--- config.mk ---
export PLATFORM = sky130hd
export DESIGN_NAME = infix_to_postfix_converter_unit
export DESIGN_NICKNAME = d
export VERILOG_FILES = /design/src/rtl/i2p_pkg.sv /design/src/rtl/infix_to_postfix_converter_unit.sv /design/src/rtl/i2p_ram.sv
export SDC_FILE = /design/constraint.sdc
export NUM_CORES = 1
export LEC_CHECK = 0
export BUFFER_PORTS_ARGS = -buffer_cell sky130_fd_sc_hd__buf_2
export CAP_MARGIN = 25
export CORE_MARGIN = 2
export CORE_UTILIZATION = 65
export CTS_CLUSTER_SIZE = 40
export DETAILED_ROUTE_END_ITERATION = 6
export PLACE_DENSITY = 0.9
export SYNTH_ARGS = -nofsm -noshare
export SYNTH_HDL_FRONTEND = slang
export SYNTH_SLANG_ARGS = --single-unit
--- constraint.sdc ---
create_clock -name clock -period 6.7 [get_ports clock]
set_input_delay 0.67 -clock clock [delete_from_list [all_inputs] [get_ports clock]]
set_output_delay 0.67 -clock clock [all_outputs]
set_load 0.02 [all_outputs]
--- src/rtl/i2p_pkg.sv ---
`default_nettype none

package i2p_pkg;

   // Operator codes as held on the stack; the two top codes never reach memory
   typedef logic [2:0] code_type;

   localparam code_type CODE_ADD    = 3'd0;
   localparam code_type CODE_SUB    = 3'd1;
   localparam code_type CODE_MUL    = 3'd2;
   localparam code_type CODE_DIV    = 3'd3;
   localparam code_type CODE_POW    = 3'd4;
   localparam code_type CODE_LPAREN = 3'd5;
   localparam code_type CODE_RPAREN = 3'd6;
   localparam code_type CODE_OTHER  = 3'd7;

   typedef logic [1:0] prec_type;
   typedef logic [7:0] char_type;

   localparam char_type CHAR_ADD    = 8'h2B;
   localparam char_type CHAR_SUB    = 8'h2D;
   localparam char_type CHAR_MUL    = 8'h2A;
   localparam char_type CHAR_DIV    = 8'h2F;
   localparam char_type CHAR_POW    = 8'h5E;
   localparam char_type CHAR_LPAREN = 8'h28;
   localparam char_type CHAR_RPAREN = 8'h29;

   // Map an input byte onto its code
   function automatic code_type char_to_code(input char_type ch);
      code_type c;
      case (ch)
         CHAR_ADD:    c = CODE_ADD;
         CHAR_SUB:    c = CODE_SUB;
         CHAR_MUL:    c = CODE_MUL;
         CHAR_DIV:    c = CODE_DIV;
         CHAR_POW:    c = CODE_POW;
         CHAR_LPAREN: c = CODE_LPAREN;
         CHAR_RPAREN: c = CODE_RPAREN;
         default:     c = CODE_OTHER;
      endcase
      return c;
   endfunction

   // Byte emitted for a stacked code
   function automatic char_type code_to_char(input code_type c);
      char_type ch;
      case (c)
         CODE_ADD: ch = CHAR_ADD;
         CODE_SUB: ch = CHAR_SUB;
         CODE_MUL: ch = CHAR_MUL;
         CODE_DIV: ch = CHAR_DIV;
         CODE_POW: ch = CHAR_POW;
         default:  ch = CHAR_LPAREN;
      endcase
      return ch;
   endfunction

   // Precedence; '(' ranks lowest
   function automatic prec_type code_prec(input code_type c);
      prec_type p;
      case (c)
         CODE_ADD, CODE_SUB: p = 2'd1;
         CODE_MUL, CODE_DIV: p = 2'd2;
         CODE_POW:           p = 2'd3;
         default:            p = 2'd0;
      endcase
      return p;
   endfunction

endpackage

`default_nettype wire

--- src/rtl/infix_to_postfix_converter_unit.sv ---
`default_nettype none

// Infix to postfix converter (shunting-yard).
// Input channel req_*: one item per character (req_mode 0, byte in req_in_char)
// or an end item (req_mode 1) that flushes the operator stack and then gives
// a bare end marker carrying the sticky error flag.
// Result channel rsp_*: zero or more postfix characters per item; the last
// result of an item has rsp_run_last set.
// Steps: '(', and ')' or an operator on an empty stack, are handled in idle and
// give no result; a pass-through character is staged and released in S_FIN. A
// pop run is accepted in idle, then pops one entry per cycle while the output
// register is free (the next read is issued with each pop, which hides the RAM
// read latency), stops on an entry that stays, the matching '(' or an empty
// stack, and closes the item in S_FIN. An end item first pops every entry.
// The item's last emitted character waits in a staging register
// until the block knows whether it ends the item.
// Reset clears the state, the stack count, the error flag and the staged and
// result valid bits; the stack RAM itself is not cleared and needs no clearing pass.
// A stalled receiver holds the result in the output register; an item is
// still taken in idle, and pops wait until the output register frees up.
module infix_to_postfix_converter_unit #(
   parameter int STACK_DEPTH = 32
) (
   input  wire logic                  clock,
   input  wire logic                  reset,
   input  wire logic                  req_valid,
   output logic                       req_ready,
   input  wire logic                  req_mode,
   input  wire i2p_pkg::char_type     req_in_char,
   output logic                       rsp_valid,
   input  wire logic                  rsp_ready,
   output i2p_pkg::char_type          rsp_out_char,
   output logic                       rsp_has_char,
   output logic                       rsp_run_last,
   output logic                       rsp_expr_error
);
   import i2p_pkg::*;

   localparam int ADDR_W = $clog2(STACK_DEPTH);
   localparam int CNT_W  = $clog2(STACK_DEPTH + 1);

   typedef enum logic [1:0] {S_IDLE, S_POP, S_FIN, S_MARK} state_type;
   typedef enum logic [1:0] {K_FLUSH, K_CLOSE, K_OPER, K_CHAR} kind_type;

   state_type         state_ff, state_in;
   kind_type          kind_ff, kind_in;
   logic [CNT_W-1:0]  count_ff, count_in;
   logic              err_ff, err_in;
   logic              found_ff, found_in;
   code_type          code_ff, code_in;
   logic              pend_valid_ff, pend_valid_in;
   char_type          pend_char_ff, pend_char_in;
   logic              rsp_valid_ff, rsp_valid_in;
   char_type          rsp_char_ff, rsp_char_in;
   logic              rsp_has_ff, rsp_has_in;
   logic              rsp_last_ff, rsp_last_in;
   logic              rsp_err_ff, rsp_err_in;

   logic              ram_wr_en;
   logic [ADDR_W-1:0] ram_wr_addr;
   code_type          ram_wr_data;
   logic              ram_rd_en;
   logic [ADDR_W-1:0] ram_rd_addr;
   code_type          ram_rd_data;

   logic              out_free;
   logic              stack_full;
   code_type          in_code;
   logic              pop_emit;

   i2p_ram #(
      .WIDTH ($bits(code_type)),
      .DEPTH (STACK_DEPTH)
   ) u_stack (
      .clock   (clock),
      .wr_en   (ram_wr_en),
      .wr_addr (ram_wr_addr),
      .wr_data (ram_wr_data),
      .rd_en   (ram_rd_en),
      .rd_addr (ram_rd_addr),
      .rd_data (ram_rd_data)
   );

   assign req_ready      = (state_ff == S_IDLE);
   assign rsp_valid      = rsp_valid_ff;
   assign rsp_out_char   = rsp_char_ff;
   assign rsp_has_char   = rsp_has_ff;
   assign rsp_run_last   = rsp_last_ff;
   assign rsp_expr_error = rsp_err_ff;

   assign out_free   = !rsp_valid_ff || rsp_ready;
   assign stack_full = (count_ff == CNT_W'(STACK_DEPTH));
   assign in_code    = char_to_code(req_in_char);
   // Top of stack leaves for the output, or stops the pop run
   assign pop_emit   = (kind_ff == K_FLUSH) ||
                       ((ram_rd_data != CODE_LPAREN) &&
                        ((kind_ff == K_CLOSE) ||
                         (code_prec(ram_rd_data) >= code_prec(code_ff))));

   // Next-state and stack access
   always_comb begin
      state_in      = state_ff;
      kind_in       = kind_ff;
      count_in      = count_ff;
      err_in        = err_ff;
      found_in      = found_ff;
      code_in       = code_ff;
      pend_valid_in = pend_valid_ff;
      pend_char_in  = pend_char_ff;
      rsp_valid_in  = rsp_valid_ff && !rsp_ready;
      rsp_char_in   = rsp_char_ff;
      rsp_has_in    = rsp_has_ff;
      rsp_last_in   = rsp_last_ff;
      rsp_err_in    = rsp_err_ff;
      ram_wr_en     = 1'b0;
      ram_wr_addr   = count_ff[ADDR_W-1:0];
      ram_wr_data   = code_ff;
      ram_rd_en     = 1'b0;
      ram_rd_addr   = ADDR_W'(count_ff - CNT_W'(1));

      case (state_ff)
         S_IDLE: begin
            if (req_valid) begin
               if (req_mode) begin
                  kind_in = K_FLUSH;
                  if (count_ff != '0) begin
                     ram_rd_en = 1'b1;
                     state_in  = S_POP;
                  end else begin
                     state_in  = S_MARK;
                  end
               end else begin
                  case (in_code)
                     CODE_LPAREN: begin
                        if (stack_full) begin
                           err_in = 1'b1;
                        end else begin
                           ram_wr_en   = 1'b1;
                           ram_wr_data = CODE_LPAREN;
                           count_in    = count_ff + CNT_W'(1);
                        end
                     end
                     CODE_RPAREN: begin
                        if (count_ff != '0) begin
                           kind_in   = K_CLOSE;
                           found_in  = 1'b0;
                           ram_rd_en = 1'b1;
                           state_in  = S_POP;
                        end else begin
                           err_in = 1'b1;
                        end
                     end
                     CODE_OTHER: begin
                        kind_in       = K_CHAR;
                        pend_valid_in = 1'b1;
                        pend_char_in  = req_in_char;
                        state_in      = S_FIN;
                     end
                     default: begin
                        code_in = in_code;
                        if (count_ff != '0) begin
                           kind_in   = K_OPER;
                           ram_rd_en = 1'b1;
                           state_in  = S_POP;
                        end else begin
                           // empty stack is never full
                           ram_wr_en   = 1'b1;
                           ram_wr_data = in_code;
                           count_in    = count_ff + CNT_W'(1);
                        end
                     end
                  endcase
               end
            end
         end

         // Top of stack is on the RAM read port
         S_POP: begin
            if (out_free) begin
               if (pop_emit) begin
                  if (pend_valid_ff) begin
                     rsp_valid_in = 1'b1;
                     rsp_char_in  = pend_char_ff;
                     rsp_has_in   = 1'b1;
                     rsp_last_in  = 1'b0;
                     rsp_err_in   = 1'b0;
                  end
                  pend_valid_in = 1'b1;
                  pend_char_in  = code_to_char(ram_rd_data);
                  count_in      = count_ff - CNT_W'(1);
                  if (count_ff > CNT_W'(1)) begin
                     ram_rd_en   = 1'b1;
                     ram_rd_addr = ADDR_W'(count_ff - CNT_W'(2));
                  end else begin
                     state_in = S_FIN;
                  end
               end else begin
                  // matching '(' is dropped
                  if (kind_ff == K_CLOSE) begin
                     count_in = count_ff - CNT_W'(1);
                     found_in = 1'b1;
                  end
                  state_in = S_FIN;
               end
            end
         end

         // Release the staged result and finish the item
         S_FIN: begin
            if (!pend_valid_ff || out_free) begin
               if (pend_valid_ff) begin
                  rsp_valid_in  = 1'b1;
                  rsp_char_in   = pend_char_ff;
                  rsp_has_in    = 1'b1;
                  rsp_last_in   = (kind_ff != K_FLUSH);
                  rsp_err_in    = 1'b0;
                  pend_valid_in = 1'b0;
               end
               state_in = S_IDLE;
               case (kind_ff)
                  K_FLUSH: state_in = S_MARK;
                  K_OPER: begin
                     if (stack_full) begin
                        err_in = 1'b1;
                     end else begin
                        ram_wr_en = 1'b1;
                        count_in  = count_ff + CNT_W'(1);
                     end
                  end
                  K_CLOSE: begin
                     if (!found_ff) begin
                        err_in = 1'b1;
                     end
                  end
                  default: ;
               endcase
            end
         end

         S_MARK: begin
            if (out_free) begin
               rsp_valid_in = 1'b1;
               rsp_char_in  = '0;
               rsp_has_in   = 1'b0;
               rsp_last_in  = 1'b1;
               rsp_err_in   = err_ff;
               err_in       = 1'b0;
               state_in     = S_IDLE;
            end
         end

         default: state_in = S_IDLE;
      endcase
   end

   // State and registered outputs
   always_ff @(posedge clock) begin
      if (reset) begin
         state_ff      <= S_IDLE;
         count_ff      <= '0;
         err_ff        <= 1'b0;
         pend_valid_ff <= 1'b0;
         rsp_valid_ff  <= 1'b0;
      end else begin
         state_ff      <= state_in;
         count_ff      <= count_in;
         err_ff        <= err_in;
         pend_valid_ff <= pend_valid_in;
         rsp_valid_ff  <= rsp_valid_in;
      end
      kind_ff      <= kind_in;
      found_ff     <= found_in;
      code_ff      <= code_in;
      pend_char_ff <= pend_char_in;
      rsp_char_ff  <= rsp_char_in;
      rsp_has_ff   <= rsp_has_in;
      rsp_last_ff  <= rsp_last_in;
      rsp_err_ff   <= rsp_err_in;
   end

   // Stack count never passes the depth
   a_count_range: assert property (@(posedge clock) disable iff (reset)
      count_ff <= CNT_W'(STACK_DEPTH))
      else $error("stack count beyond depth");

   // Staged result only exists while an item is in progress
   a_pend_idle: assert property (@(posedge clock) disable iff (reset)
      (state_ff == S_IDLE) |-> !pend_valid_ff)
      else $error("staged result left over in idle");

   // End marker always closes its item
   a_marker_last: assert property (@(posedge clock) disable iff (reset)
      (rsp_valid_ff && !rsp_has_ff) |-> rsp_last_ff)
      else $error("end marker without run_last");

   // Error flag only travels on the end marker
   a_err_marker: assert property (@(posedge clock) disable iff (reset)
      (rsp_valid_ff && rsp_has_ff) |-> !rsp_err_ff)
      else $error("error flag on a character result");

   // A pop run can only begin on a non-empty stack
   a_pop_nonempty: assert property (@(posedge clock) disable iff (reset)
      ((state_ff == S_IDLE) && (state_in == S_POP)) |-> (count_ff != '0))
      else $error("pop started on an empty stack");

endmodule

`default_nettype wire

--- src/rtl/i2p_ram.sv ---
`default_nettype none

module i2p_ram #(
   parameter int WIDTH = 3,
   parameter int DEPTH = 32
) (
   input  wire logic                     clock,
   input  wire logic                     wr_en,
   input  wire logic [$clog2(DEPTH)-1:0] wr_addr,
   input  wire logic [WIDTH-1:0]         wr_data,
   input  wire logic                     rd_en,
   input  wire logic [$clog2(DEPTH)-1:0] rd_addr,
   output logic      [WIDTH-1:0]         rd_data
);

   logic [WIDTH-1:0] mem_ff [DEPTH];

   // One write port, one registered read port; read data holds without rd_en
   always_ff @(posedge clock) begin
      if (wr_en) begin
         mem_ff[wr_addr] <= wr_data;
      end
      if (rd_en) begin
         rd_data <= mem_ff[rd_addr];
      end
   end

endmodule

`default_nettype wire
==> flow_summary_export.csv <==
group,metric,value,unit
outcome,outcome,"finished clean",
critical_path,r2r_slack,2.80,ns
sta,slew_violations,0,
routing,ant_nets,0,
run,cap_violations,0,
place,place_inst,753,
cts,htree_levels,4,
final_layout,final_cell_mix,"124 x edfxtp_1, 102 x nand2_1, 79 x nor2_1",
logic_synthesis,avgSynthCellArea,10.6,um^2
final_layout,nets,668,
logic_synthesis,ys_seq_area_share,59.2,%
final_layout,fin_cells,788,
critical_path,end_kind,"flip-flop",
logic_synthesis,yosysUniqueCellTypes,55,
sta,layout_min_cycle_time,3.90,ns
cts,cts_buffer_depth,2,
sta,relSlewSlack,22.9,%
critical_path,max_stage_delay,0.93,ns
critical_path,crit_chain,"inv_1, ha_1, nor2_1, o211ai_2, or3_1, a22oi_1, a21oi_1, a22oi_1, nand4_1, nand4_1",
final_layout,drive_above_1_share,11.5,%
critical_path,cp_top_family,"compound AO/OA/AOI/OAI gates",
final_layout,final_common_cell,"edfxtp_1",
logic_synthesis,yosysWarningCount,0,
routing,firstDrtPassIters,6,
logic_synthesis,synth_seq_cells,135,
global_route,grt_max_degree,49,
logic_synthesis,synthFlopType,"edfxtp_1",
final_layout,area_delta_synth_final,11.8,%
routing,routed_wl,16300,um
critical_path,required,7.10,ns
hold_path,hold_path.class,"in2reg",
critical_path,start_kind,"flip-flop",
floorplanning,dieArea,11100,um^2
routing,wl_per_cell,20.7,um
global_route,grt_pass1_vias,5001,
place,portBuffers,25,
critical_path,cp.arrival,4.31,ns
global_route,track_usage,30.6,%
sta,tightest_slew,1.16,ns
final_layout,final_util,75.5,%
routing,drt_drc_violations_left,0,
floorplanning,num_rows,36,
cts,clock_latency,0.54,ns
final_layout,fillers,588,
cts,cts_hold_buf,0,
sta,fin_skew,0.00631,ns
sta,rsz0062_at_grt,"false",
cts,cts_made_buffers,17,
logic_synthesis,syn_nets,652,
power,cellPowerDensity,466,nW/um^2
logic_synthesis,async_flop_share,0,%
routing,viasPerCell,6.73,
logic_synthesis,synth_edf_count,124,
cts,cts_root_buf,"clkbuf_8",
critical_path,path_max_fanout,12,
place,place_congestion,0.931,
floorplanning,core_area,9860,um^2
critical_path,critPathKind,"reg2reg",
floorplanning,die_y,105,um
cts,ctsResizeCount,0,
floorplanning,pin_count,26,
cts,clk_pin_slew,0.06,ns
logic_synthesis,synth_area,6660,um^2
cts,cts_tree,"built",
sta,setup_viol,0,
global_route,antenna_found_initial,0,
sta,tns,0,ns
critical_path,cp_num_buf_inv,1,
global_route,grt_overflow,0,
logic_synthesis,syn_inst,626,
floorplanning,initial_utilization,67.6,%
critical_path,cp_slowest_cell,"a22oi_1",
sta,hold_viol_final,0,
cts,cts.sinks,135,
global_route,grt_first_pass_wirelength,25800,um
cts,post_cts_buffers,0,
routing,drt-initial-drc-count,833,
power,p_leak,0.00255,uW
final_layout,diodes,0,
place,hpwlAfterDp,10600,um
power,irDropWorstVdd,245,uV
sta,min_period_over_period,58.2,%
sta,clock.fmax,256,MHz
floorplanning,die_w,105,um
routing,vias,5307,
[final cells by class]
class | instances | area [um^2] | share of cell area, %
clock buffers | 19 | 422 | 5.66
clock inverters | 13 | 170 | 2.28
inverters | 19 | 71.3 | 0.957
multi-input cells | 437 | 2470 | 33.2
flip-flops and latches | 135 | 3940 | 52.9
well taps | 133 | 166 | 2.23
repair buffers | 32 | 205 | 2.75
[power by group]
part           switching (uW)  internal (uW)  leakage, uW
sequential               77.8           1060      0.00122
clock                     358            571     0.000280
combinational             939            465      0.00105
total                    1380           2100      0.00255
[final timing paths]
| kind | start | to | cells past startpoint |
|---|---|---|---|
| worst max-delay path | count_ff[0]$_SDFFE_PP0P_ | u_stack.rd_data[0]$_DFFE_PP_ | 10 |
| worst min register to register | err_ff$_SDFFE_PP0P_ | err_ff$_SDFFE_PP0P_ | 2 |
| worst max register to register | count_ff[0]$_SDFFE_PP0P_ | u_stack.rd_data[0]$_DFFE_PP_ | 10 |
| worst min-delay path | req_in_char[5] | pend_char_ff[5]$_DFFE_PP_ | 2 |
[cell families (layout without fill, tap and decap cells)]
group	count (synthesis)	after routing	synth area share [%]
flip-flops	135	135	59.2
multiplexers	14	14	2.22
buffers and inverters	54	83	4.13
adder cells (fa/ha/maj)	13	13	2.44
AO/OA/AOI/OAI	142	142	13.8
AND/OR/NAND/NOR	261	261	17.3
XOR/XNOR	7	7	0.920
[synth_stat cells, drive strengths merged (3+ instances only)]
cell	number	area [um^2]
mux2	3	37.5
a22oi	6	45.0
o21ai	26	130
nor3	10	50.1
a31oi	3	18.8
nand2	102	383
nor2b	3	18.8
nand3	29	145
inv	18	67.6
xnor2	5	43.8
and2	5	31.3
a21oi	49	245
nor2	79	297
edfxtp	124	3720
o21a	6	45.0
and3	3	18.8
o211ai	5	42.5
a32oi	16	140
buf	18	140
or4	3	26.3
o22ai	3	18.8
nand4	9	56.3
clkbuf	17	63.8
a211oi	9	67.6
nand2b	9	56.3
ha	13	163
dfxtp	11	220
mux2i	11	110
[routing by layer]
metal  routed length, um  share of wire [%]  GRT usage (%)  vias up
li1                    -                  -              -     2344
met1                6070                 37           38.1     2457
met2                7830                 48           49.9      440
met3                1760                 11           8.47       66
met4                 614                3.8           14.2        0
met5                   0                  0              0        -
[stage by stage]
step,cell area (um^2),total power [uW],hold WS [ns],setup slack (ns)
after floorplan,6660,2170,0.490,3.50
after global placement,6800,2390,0.502,2.84
after detailed placement,6830,2480,0.512,2.89
after CTS,7420,3420,0.452,2.85
after global routing,7450,3630,0.469,2.55
final,7450,3470,0.454,2.80
[state kept, by name, indices dropped and copies added, names as in the netlist, 2 cells and up]
name	flops
code_ff	3
count_ff	6
kind_ff	2
pend_char_ff	8
rsp_out_char	8
state_ff	2
u_stack.mem_ff	96
u_stack.rd_data	3
Note: power is estimated with default switching activity, not from simulation.
